**src/rtl/core/et_pkg.sv**
```systemverilog
// ----------------------------------------------------------------------------
// et_pkg
// Shared constants and types for the totient core: widths, controller
// states, divider operand selects and the controller/datapath interface.
// ----------------------------------------------------------------------------
package et_pkg;

  localparam int unsigned DATA_WIDTH = 32;
  localparam int unsigned IN_WIDTH   = 32;
  localparam int unsigned OUT_WIDTH  = 32;
  localparam int unsigned CNT_WIDTH  = $clog2(DATA_WIDTH);

  typedef logic [DATA_WIDTH-1:0] data_t;

  typedef enum logic [1:0] {
    DIV_REST_BY_D,
    DIV_ACC_BY_D,
    DIV_ACC_BY_REST
  } div_sel_e;

  typedef enum logic [3:0] {
    ST_IDLE,
    ST_TEST_GO,
    ST_TEST_WAIT,
    ST_STRIP_GO,
    ST_STRIP_WAIT,
    ST_ACC_GO,
    ST_ACC_WAIT,
    ST_FIN_CHK,
    ST_FIN_GO,
    ST_FIN_WAIT,
    ST_DONE
  } state_e;

  typedef struct packed {
    logic     load;         // capture input item, d = 2
    logic     div_start;
    div_sel_e div_sel;
    logic     rest_from_q;  // rest <= quotient
    logic     d_inc;
    logic     acc_mul;      // acc <= quotient * (factor - 1)
    logic     mul_rest;     // factor is rest, else d
    logic     out_load;
  } dp_cmd_t;

  typedef struct packed {
    logic div_busy;
    logic div_done;
    logic bound_fail;       // d > rest / d
    logic rem_zero;
    logic rest_gt1;
  } dp_status_t;

endpackage

```
**src/rtl/core/et_div.sv**
```systemverilog
// ----------------------------------------------------------------------------
// et_div
// Restoring divider, one quotient bit per cycle. Quotient and remainder
// hold after done until the next start.
// ----------------------------------------------------------------------------
module et_div
  import et_pkg::*;
(
  input  logic  clk_i,
  input  logic  rst_ni,
  input  logic  start_i,
  input  data_t dividend_i,
  input  data_t divisor_i,
  output data_t quot_o,
  output data_t rem_o,
  output logic  busy_o,
  output logic  done_o
);

  data_t                 quot_q, rem_q, divisor_q;
  logic [CNT_WIDTH-1:0]  cnt_q;
  logic                  busy_q, done_q;
  logic [DATA_WIDTH:0]   shifted;
  logic [DATA_WIDTH:0]   diff;

  assign shifted = {rem_q, quot_q[DATA_WIDTH-1]};
  assign diff    = shifted - {1'b0, divisor_q};

  always_ff @(posedge clk_i or negedge rst_ni) begin
    if (!rst_ni) begin
      busy_q <= 1'b0;
      done_q <= 1'b0;
    end else begin
      done_q <= 1'b0;
      if (start_i) begin
        busy_q <= 1'b1;
      end else if (busy_q && cnt_q == '0) begin
        busy_q <= 1'b0;
        done_q <= 1'b1;
      end
    end
  end

  always_ff @(posedge clk_i) begin
    if (start_i) begin
      quot_q    <= dividend_i;
      rem_q     <= '0;
      divisor_q <= divisor_i;
      cnt_q     <= CNT_WIDTH'(DATA_WIDTH - 1);
    end else if (busy_q) begin
      cnt_q <= cnt_q - 1'b1;
      if (!diff[DATA_WIDTH]) begin
        rem_q  <= diff[DATA_WIDTH-1:0];
        quot_q <= {quot_q[DATA_WIDTH-2:0], 1'b1};
      end else begin
        rem_q  <= shifted[DATA_WIDTH-1:0];
        quot_q <= {quot_q[DATA_WIDTH-2:0], 1'b0};
      end
    end
  end

  assign quot_o = quot_q;
  assign rem_o  = rem_q;
  assign busy_o = busy_q;
  assign done_o = done_q;

endmodule

```
**src/rtl/core/et_datapath.sv**
```systemverilog
// ----------------------------------------------------------------------------
// et_datapath
// Cofactor, running totient and trial divisor registers around the shared
// divider and the (p-1) scaling multiplier.
// ----------------------------------------------------------------------------
module et_datapath
  import et_pkg::*;
(
  input  logic                 clk_i,
  input  logic                 rst_ni,
  input  dp_cmd_t              cmd_i,
  input  logic [IN_WIDTH-1:0]  number_i,
  output dp_status_t           status_o,
  output logic [OUT_WIDTH-1:0] totient_o
);

  data_t                 rest_q, acc_q, d_q, totient_q;
  data_t                 dividend, divisor, quot, rem, factor;
  logic                  div_busy, div_done;
  logic [2*DATA_WIDTH-1:0] prod;

  always_comb begin
    unique case (cmd_i.div_sel)
      DIV_REST_BY_D: begin
        dividend = rest_q;
        divisor  = d_q;
      end
      DIV_ACC_BY_D: begin
        dividend = acc_q;
        divisor  = d_q;
      end
      DIV_ACC_BY_REST: begin
        dividend = acc_q;
        divisor  = rest_q;
      end
      default: begin
        dividend = rest_q;
        divisor  = d_q;
      end
    endcase
  end

  et_div u_div (
    .clk_i      (clk_i),
    .rst_ni     (rst_ni),
    .start_i    (cmd_i.div_start),
    .dividend_i (dividend),
    .divisor_i  (divisor),
    .quot_o     (quot),
    .rem_o      (rem),
    .busy_o     (div_busy),
    .done_o     (div_done)
  );

  // acc / p is exact, so the low half of the product is the scaled result
  assign factor = (cmd_i.mul_rest ? rest_q : d_q) - 1'b1;
  assign prod   = {{DATA_WIDTH{1'b0}}, quot} * {{DATA_WIDTH{1'b0}}, factor};

  always_ff @(posedge clk_i or negedge rst_ni) begin
    if (!rst_ni) begin
      rest_q    <= '0;
      acc_q     <= '0;
      d_q       <= DATA_WIDTH'(2);
      totient_q <= '0;
    end else begin
      if (cmd_i.load) begin
        rest_q <= DATA_WIDTH'(number_i);
        acc_q  <= DATA_WIDTH'(number_i);
        d_q    <= DATA_WIDTH'(2);
      end else begin
        if (cmd_i.rest_from_q) rest_q <= quot;
        if (cmd_i.acc_mul)     acc_q  <= prod[DATA_WIDTH-1:0];
        if (cmd_i.d_inc)       d_q    <= d_q + 1'b1;
      end
      if (cmd_i.out_load) totient_q <= acc_q;
    end
  end

  assign status_o.div_busy   = div_busy;
  assign status_o.div_done   = div_done;
  assign status_o.bound_fail = d_q > quot;
  assign status_o.rem_zero   = (rem == '0);
  assign status_o.rest_gt1   = rest_q > DATA_WIDTH'(1);

  assign totient_o = OUT_WIDTH'(totient_q);

endmodule

```
**src/rtl/core/et_ctrl.sv**
```systemverilog
// ----------------------------------------------------------------------------
// et_ctrl
// Trial division sequencer and output handshake.
// ----------------------------------------------------------------------------
module et_ctrl
  import et_pkg::*;
(
  input  logic       clk_i,
  input  logic       rst_ni,
  input  logic       in_valid_i,
  output logic       in_ready_o,
  output logic       out_valid_o,
  input  logic       out_ready_i,
  input  dp_status_t status_i,
  output dp_cmd_t    cmd_o
);

  state_e state_q, state_d;
  logic   out_valid_q, out_valid_d;

  always_ff @(posedge clk_i or negedge rst_ni) begin
    if (!rst_ni) begin
      state_q     <= ST_IDLE;
      out_valid_q <= 1'b0;
    end else begin
      state_q     <= state_d;
      out_valid_q <= out_valid_d;
    end
  end

  always_comb begin
    state_d     = state_q;
    cmd_o       = '0;
    cmd_o.div_sel = DIV_REST_BY_D;
    in_ready_o  = 1'b0;
    out_valid_d = out_valid_q && !out_ready_i;

    unique case (state_q)
      ST_IDLE: begin
        in_ready_o = 1'b1;
        if (in_valid_i) begin
          cmd_o.load = 1'b1;
          state_d    = ST_TEST_GO;
        end
      end
      ST_TEST_GO: begin
        cmd_o.div_start = 1'b1;
        state_d         = ST_TEST_WAIT;
      end
      ST_TEST_WAIT: begin
        if (status_i.div_done) begin
          priority if (status_i.bound_fail) begin
            state_d = ST_FIN_CHK;
          end else if (status_i.rem_zero) begin
            cmd_o.rest_from_q = 1'b1;
            state_d           = ST_STRIP_GO;
          end else begin
            cmd_o.d_inc = 1'b1;
            state_d     = ST_TEST_GO;
          end
        end
      end
      ST_STRIP_GO: begin
        cmd_o.div_start = 1'b1;
        state_d         = ST_STRIP_WAIT;
      end
      ST_STRIP_WAIT: begin
        if (status_i.div_done) begin
          if (status_i.rem_zero) begin
            cmd_o.rest_from_q = 1'b1;
            state_d           = ST_STRIP_GO;
          end else begin
            state_d = ST_ACC_GO;
          end
        end
      end
      ST_ACC_GO: begin
        cmd_o.div_start = 1'b1;
        cmd_o.div_sel   = DIV_ACC_BY_D;
        state_d         = ST_ACC_WAIT;
      end
      ST_ACC_WAIT: begin
        if (status_i.div_done) begin
          cmd_o.acc_mul = 1'b1;
          cmd_o.d_inc   = 1'b1;
          state_d       = ST_TEST_GO;
        end
      end
      ST_FIN_CHK: begin
        state_d = status_i.rest_gt1 ? ST_FIN_GO : ST_DONE;
      end
      ST_FIN_GO: begin
        cmd_o.div_start = 1'b1;
        cmd_o.div_sel   = DIV_ACC_BY_REST;
        state_d         = ST_FIN_WAIT;
      end
      ST_FIN_WAIT: begin
        if (status_i.div_done) begin
          cmd_o.acc_mul  = 1'b1;
          cmd_o.mul_rest = 1'b1;
          state_d        = ST_DONE;
        end
      end
      ST_DONE: begin
        // output register free or draining this cycle
        if (!out_valid_q || out_ready_i) begin
          cmd_o.out_load = 1'b1;
          out_valid_d    = 1'b1;
          state_d        = ST_IDLE;
        end
      end
      default: begin
        state_d = ST_IDLE;
      end
    endcase
  end

  assign out_valid_o = out_valid_q;

endmodule

```
**src/rtl/core/euler_totient.sv**
```systemverilog
// Cost: a divisor that does not divide costs one divider pass; a prime factor
//   p^k costs k+2 passes.
// Throughput: one item at a time; worst case near 65536 trial divisors, each
//   tried on the shared one-bit-per-cycle divider.
// The next item is taken while a finished result waits in the output register.
// Reset: asynchronous, active low; clears controller state and output valid.
// ----------------------------------------------------------------------------
// euler_totient
// Euler totient by trial division: controller plus divider datapath.
// ----------------------------------------------------------------------------
module euler_totient
  import et_pkg::*;
(
  input  logic                 clk_i,
  input  logic                 rst_ni,
  input  logic                 in_valid_i,
  output logic                 in_ready_o,
  input  logic [IN_WIDTH-1:0]  number_i,
  output logic                 out_valid_o,
  input  logic                 out_ready_i,
  output logic [OUT_WIDTH-1:0] totient_o
);

  dp_cmd_t    cmd;
  dp_status_t status;

  et_ctrl u_ctrl (
    .clk_i       (clk_i),
    .rst_ni      (rst_ni),
    .in_valid_i  (in_valid_i),
    .in_ready_o  (in_ready_o),
    .out_valid_o (out_valid_o),
    .out_ready_i (out_ready_i),
    .status_i    (status),
    .cmd_o       (cmd)
  );

  et_datapath u_datapath (
    .clk_i     (clk_i),
    .rst_ni    (rst_ni),
    .cmd_i     (cmd),
    .number_i  (number_i),
    .status_o  (status),
    .totient_o (totient_o)
  );

`ifndef SYNTHESIS
  a_idle_div_free : assert property (@(posedge clk_i) disable iff (!rst_ni)
    in_ready_o |-> !status.div_busy)
    else $error("divider busy while accepting items");

  a_done_after_busy : assert property (@(posedge clk_i) disable iff (!rst_ni)
    status.div_done |-> $past(status.div_busy))
    else $error("divider done without a pass");

  a_one_item : assert property (@(posedge clk_i) disable iff (!rst_ni)
    in_valid_i && in_ready_o |=> !in_ready_o)
    else $error("second item taken while one is in progress");

  a_no_start_busy : assert property (@(posedge clk_i) disable iff (!rst_ni)
    cmd.div_start |-> !status.div_busy)
    else $error("divider restarted mid pass");
`endif

endmodule
```
**config.mk**
```make
export PLATFORM = sky130hd
export DESIGN_NAME = euler_totient
export DESIGN_NICKNAME = d
export VERILOG_FILES = /design/src/rtl/core/et_pkg.sv /design/src/rtl/core/et_div.sv /design/src/rtl/core/et_datapath.sv /design/src/rtl/core/et_ctrl.sv /design/src/rtl/core/euler_totient.sv
export SDC_FILE = /design/constraint.sdc
export NUM_CORES = 2
export LEC_CHECK = 0
export BUFFER_PORTS_ARGS = -buffer_cell sky130_fd_sc_hd__buf_2
export CELL_PAD_IN_SITES_DETAIL_PLACEMENT = 1
export CELL_PAD_IN_SITES_GLOBAL_PLACEMENT = 2
export CORE_MARGIN = 1.5
export CORE_UTILIZATION = 41
export DETAILED_ROUTE_END_ITERATION = 10
export GPL_TIMING_DRIVEN = 0
export MAX_ROUTING_LAYER = met4
export PLACE_DENSITY_LB_ADDON = 0.1
export SLEW_MARGIN = 20
export SYNTH_ARGS = -nofsm -noshare
export SYNTH_HDL_FRONTEND = slang
export SYNTH_SLANG_ARGS = --single-unit
```
**constraint.sdc**
```tcl
create_clock -name clk_i -period 13.67 [get_ports clk_i]
set_input_delay 1.367 -clock clk_i [delete_from_list [all_inputs] [get_ports clk_i]]
set_output_delay 1.367 -clock clk_i [all_outputs]
set_load 0.005 [all_outputs]
```
* After elaboration in Yosys (flattened, before gate mapping) *
Cells that the tools add are included.

cells by class
  $add $sub $neg = 4
  multiply operators = 1
  magnitude comparators = 2
  equality and inequality tests = 18
  multiplexer cells = 47
  reductions and logical operators = 16

operators with widths
  kind                                                                               number
  32-bit two-way mux                                                                 12
  4-bit one-hot mux with 11 select lines                                             1
  33-bit by 32-bit subtractor with 33-bit output                                     1
  32-bit by 1-bit adder with 32-bit output (second input constant)                   1
  32-bit by 1-bit greater-than comparator with 1-bit output (second input constant)  1
  32-bit greater-than comparator                                                     1
  32-bit logical NOT                                                                 1
  32-bit by 32-bit multiplier with 32-bit output                                     1
  32-bit by 1-bit subtractor with 32-bit output (second input constant)              1
  4-bit two-way mux                                                                  6
  1-bit two-way mux                                                                  17
  4-bit by 3-bit == test with 1-bit output (second input constant)                   4
  4-bit == test (second input constant)                                              3
  2-bit two-way mux                                                                  5
  2-bit by 1-bit != test with 1-bit output (second input constant)                   5
  2-bit nonzero test                                                                 5
  4-bit by 2-bit == test with 1-bit output (second input constant)                   2
  3-bit two-way mux                                                                  2
  1-bit one-hot mux with 2 select lines                                              3
  6-bit AND reduction                                                                1
  5-bit logical NOT                                                                  1
  5-bit by 1-bit subtractor with 5-bit output (second input constant)                1
  4-bit by 1-bit == test with 1-bit output (second input constant)                   1
  4-bit logical NOT                                                                  1
  other kinds (9)                                                                    11

storage, ports and cells
  register bits = 236
  bits of input ports = 36
  logic and storage cells = 100

* Longest topological paths before layout *
  depth in word-level cells = 7
  gate-level depth with buffers = 42
  mapped depth without buffers = 38

* Cells and area by module *
From an unflattened synthesis, not the netlist that was laid out.

unflattened totals
  cells, all modules = 3,299
  area, all modules = 30,345.4 µm²

modules (own cells, without submodules)
  module       times used  cells each  area an instance (µm²)  seq. area each (µm²)
  et_datapath  1           2,640       23,914.2                3,204.3
  et_div       1           599         5,958.2                 2,712.6
  et_ctrl      1           60          473.0                   125.1

* Worst setup path before layout *
OpenSTA, ideal clock, no wires.

  kind = reg-to-reg
  from = register u_ctrl.state_q[0]
  to = register u_datapath.acc_q[31]
  arrival = 9.907 ns
  path slack = 3.639 ns
  stages on the path, launching flop included = 39
  buffers on the path = 5
  clock period less this slack = 10.031 ns
  cells stage by stage = dfrtp_1 > buf_4 > and4bb_2 > nand2_2 > buf_2 > buf_2 > buf_2 > mux2i_1 > ha_1 > nor3b_1 > nor3b_1 > xnor2_1 > mux2i_1 > clkbuf_1 > and2_1 > fa_1 > fa_1 > fa_1 > [... 3 more ...] > fa_1 > inv_1 > fa_1 > inv_1 > fa_1 > fa_1 > ha_1 > a21o_1 > a221o_1 > a21o_1 > a31o_2 > a41oi_1 > nand2_1 > a21o_1 > a21oi_1 > xnor3_1 > nor2_1 > o21ai_1

on the way
  longest elaborated chain between the ends = 7

RTL lines
  element                                         line               text
  from (decl)                                     et_ctrl.sv:18      state_e state_q, state_d;
  from (signal assigned)                          et_ctrl.sv:26      state_q <= state_d;
  4-bit == test                                   et_ctrl.sv:38      unique case (state_q)
  1-bit two-way mux                               et_ctrl.sv:38
  32-bit two-way mux                              et_datapath.sv:56  assign factor = (cmd_i.mul_rest ? rest_q : d_q) - 1'b1;
  32-bit by 1-bit subtractor with 32-bit output   et_datapath.sv:56
  32-bit by 32-bit multiplier with 32-bit output  et_datapath.sv:57  assign prod = {{DATA_WIDTH{1'b0}}, quot} * {{DATA_WIDTH{1'b0}}, factor};
  32-bit two-way mux                              et_datapath.sv:72  if (cmd_i.acc_mul) acc_q <= prod[DATA_WIDTH-1:0];
  32-bit two-way mux                              et_datapath.sv:66  if (cmd_i.load) begin
  to (signal assigned)                            et_datapath.sv:68  acc_q <= DATA_WIDTH'(number_i);
  to (signal assigned)                            et_datapath.sv:72
  to (decl)                                       et_datapath.sv:17  data_t rest_q, acc_q, d_q, totient_q;

Several ways; a longest one is shown, not always the timed one. The select of a mux whose other input is x is not followed.
A chain may end at the register's enable or synchronous reset.

* Worst setup path in the final report *
  from = register u_ctrl.state_q[2]
  to = register u_datapath.acc_q[31]

The elaborated chain is that of the path after synthesis.

==> run metrics <==
WL per Instance 28.4 µm; Gate Count Post-Synth 3350; synthesized area 30300 µm²; placed cells 4385; Worst-path clk slew 0.07 ns; post-synth cell types 86; Sequential Power Share 27.1%; clk sinks 236; CP max FO 10; Slowest-stage cell, CP mux2i_2; combinational family with the most area after synthesis adder cells; Crit Path Category flop to flop; initial antenna violation count 5; setup TNS 0 ns; global-route wire length before repair 185 mm; num ports 70; complex-gate fraction of the synthesized area 8.74%; Synth Area in Simple Gates 17.4%; Worst VDD drop 0.114 mV; min-delay worst type flop to flop; TritonCTS clock tree done; TritonRoute pass-1 iters 8; Main synth FF type dfrtp_1; YS warnings 0; Slew HR 23.2%; Final Max Slew Viols 0; via count 25600; cell taking the most area after synthesis fa_1; largest net degree at the start of global routing 78; setup violators final 0; Die X-Extent 275 µm; port buffer count 68; critical path data arrival time 13.97 ns; total leakage power 15.8 nW; final WL 126 mm; internal power 0.00256 W; DRC Markers 24; area delta synth->final 9.11%; commonest non-fill, non-tap cells in the layout 505 x inv_1, 453 x nand2_1, 409 x fa_1; power per cell area 159 nW/µm²; Num CTS Buffers 29; WP data required 14.13 ns; Starting Density 41.5%; NetSw 0.00269 W; Worst-Margin Slew 1.15 ns; Adder-Cell Fraction of Synth Area 35.0%; layout cell share with drive strength beyond 1 7.30%; # rows 99; die area 75500 µm²; EDFF count, synth 64; failing checks DRC; multiplexer share of the synthesized area 5.51%; top cells by area, synth fa_1 27%, dfrtp_1 11%, ha_1 7.9%, edfxtp_1 6.3%, inv_1 6.3%; post-detail-place hpwl 103 mm; gpl congestion 0.970; Non-Filler Instances 4441; minimum clock period 13.51 ns; Vias/cell 5.76; period utilisation layout 98.8%; Die Ht 275 µm; syn avg cell area 9.04 µm²; commonest non-fill, non-tap cell in the layout inv_1; Crit. End Element flop; Largest stage delay, worst path 0.65 ns; most used cell, CP fa_1; CP startpoint kind flop; clk_lat worst skew 0.61 ns; Synthesized Nets 3987; post-synth top area share 27.0%; XOR/XNOR Fraction of Synth Area 4.77%; Initial DRC Count 2120; number of synthesized register bits 236; RSZ-0062 raised after global routing false; Synth async-reset ratio 57.2%; status finished, violations left; core area 73100 µm²; Max Clk Rate 0.0740 GHz; vias in the first global route 27000; grt ovf 0; ANT nets after route 0; CTS max path bufs 3; sw frac 51.3%; clk root buf clkbuf_16; MaxCap Viol Count 0; Hold Vio Cnt, Final 0; worst clock skew 0.0478 ns; Seq/Total Area, Yosys 19.9%; Clock power frac 15.9%; nets 4093; CTS H-tree lvls 1; combinational share of power 57.0%; GRT Util Overall 34.9%
registers in the layout, summed over array words and instances, names as in the netlist:
name and cells:
u_datapath.u_div.busy_o 1, u_ctrl.state_q 4, u_datapath.d_q 32, u_ctrl.out_valid_o 1
u_datapath.u_div.rem_o 32, u_datapath.acc_q 32, u_datapath.u_div.done_o 1, u_datapath.u_div.cnt_q 5
u_datapath.rest_q 32, u_datapath.totient_o 32, u_datapath.u_div.divisor_q 32, u_datapath.u_div.quot_o 32
layer usage:
metal  part of all wire [%]  wire, µm  global-route usage (%)  up-vias
met3                    7.8      9860                    5.72      204
li1                       -         -                       -    11000
met1                     47     58700                    50.7    13400
met2                     42     53600                    50.2     1019
met5                      0         0                       -        -
met4                    3.2      4020                    9.16        0
cell families (layout without fill, tap and decap cells):
| group | after synthesis | in the layout |
|---|---|---|
| simple gates | 1101 | 1101 |
| buf+inv | 694 | 823 |
| fa+ha+maj | 601 | 601 |
| compound gates | 404 | 404 |
| flops | 236 | 236 |
| xor+xnor | 159 | 159 |
| mux | 155 | 155 |
| other cells | 0 | 3 |
critical path: cells and delay by family, from the launching register on:
| family | cells | cell delay [ns] |
|---|---|---|
| DFF | 1 | 0.42 |
| and+or+nand+nor | 9 | 1.97 |
| AOI/OAI and AO/OA | 10 | 3.02 |
| xor gates and xnor gates | 2 | 0.50 |
| muxes | 1 | 0.65 |
| adders and majority gates | 10 | 4.59 |
| buffers and inverters | 7 | 2.17 |
power by group through the flow:
stage	registers, W	clock network (W)	logic (W)
2_1_floorplan	0.00123	0	0.00187
3_3_place_gp	0.00141	0	0.00284
3_5_place_dp	0.00142	0	0.00293
4_1_cts	0.00141	0.000848	0.00296
5_1_grt	0.00144	0.000869	0.00323
6_report	0.00142	0.000836	0.00299
stage by stage:
step / hold WS [ns] / area [µm²] / setup slack [ns] / total power (W) / util, %
floorplan: 0.451 / 30300 / 3.64 / 0.00309 / -
global placement: 0.469 / 31800 / -1.22 / 0.00425 / 43.6
detailed placement: 0.488 / 32000 / -0.789 / 0.00435 / 43.8
CTS: 0.500 / 33000 / 0.246 / 0.00521 / 45.2
global route: 0.524 / 33100 / 0.0322 / 0.00554 / 45.2
finish: 0.497 / 33100 / 0.159 / 0.00525 / 45.2
cells in the mapped netlist, types with 9 or more instances:
| master | count |
|---|---|
| o21ai_0 | 87 |
| a21o_1 | 31 |
| nand2_1 | 453 |
| mux2i_1 | 89 |
| a211oi_1 | 31 |
| o21a_1 | 16 |
| inv_1 | 506 |
| xor2_1 | 38 |
| a21oi_1 | 97 |
| nand2b_1 | 34 |
| nand4_1 | 24 |
| nor3_1 | 32 |
| xnor2_1 | 117 |
| buf_1 | 13 |
| a31oi_1 | 26 |
| a221o_1 | 18 |
| o211ai_1 | 29 |
| dfrtp_1 | 134 |
| nor2_1 | 197 |
| and2_1 | 185 |
| dfxtp_1 | 37 |
| and3_1 | 28 |
| buf_2 | 9 |
| edfxtp_1 | 64 |
| nor2b_1 | 21 |
| clkbuf_1 | 161 |
| ha_1 | 192 |
| mux2_2 | 60 |
| nor4_1 | 26 |
| fa_1 | 409 |
| o21bai_1 | 12 |
| or3_1 | 9 |
| nand3_1 | 50 |
final cells by class:
cell class / instances / area (µm²)
fillers: 8543 / 40000
multi-input cells: 2420 / 21700
flip-flops and latches: 236 / 6040
inverters: 506 / 1900
well taps: 959 / 1200
clock buffers: 37 / 796
plain buffers: 187 / 749
repair buffers: 76 / 462
clock inverters: 17 / 201
diodes: 3 / 7.51
repair_timing:
| action | CTS | global route |
|---|---|---|
| hold buffers | 0 | 0 |
| buffers inserted | 0 | 0 |
| gates resized for setup | 4 | 11 |
| setup endpoints to repair | 6 | 1 |
path summary, 6_finish.rpt:
kind,from,end,slack (ns),depth (start not counted)
max,u_ctrl.state_q[2],u_datapath.acc_q[31],0.16,39
min,u_datapath.u_div.cnt_q[4],u_datapath.u_div.cnt_q[4],0.50,2
max reg2reg,u_ctrl.state_q[2],u_datapath.acc_q[31],0.16,39
min reg2reg,u_datapath.u_div.cnt_q[4],u_datapath.u_div.cnt_q[4],0.50,2
max in group asynchronous,rst_ni,u_datapath.rest_q[26],12.05,2
min in group asynchronous,rst_ni,u_datapath.totient_o[11],0.69,1
Power figures use the tool's default switching activity.
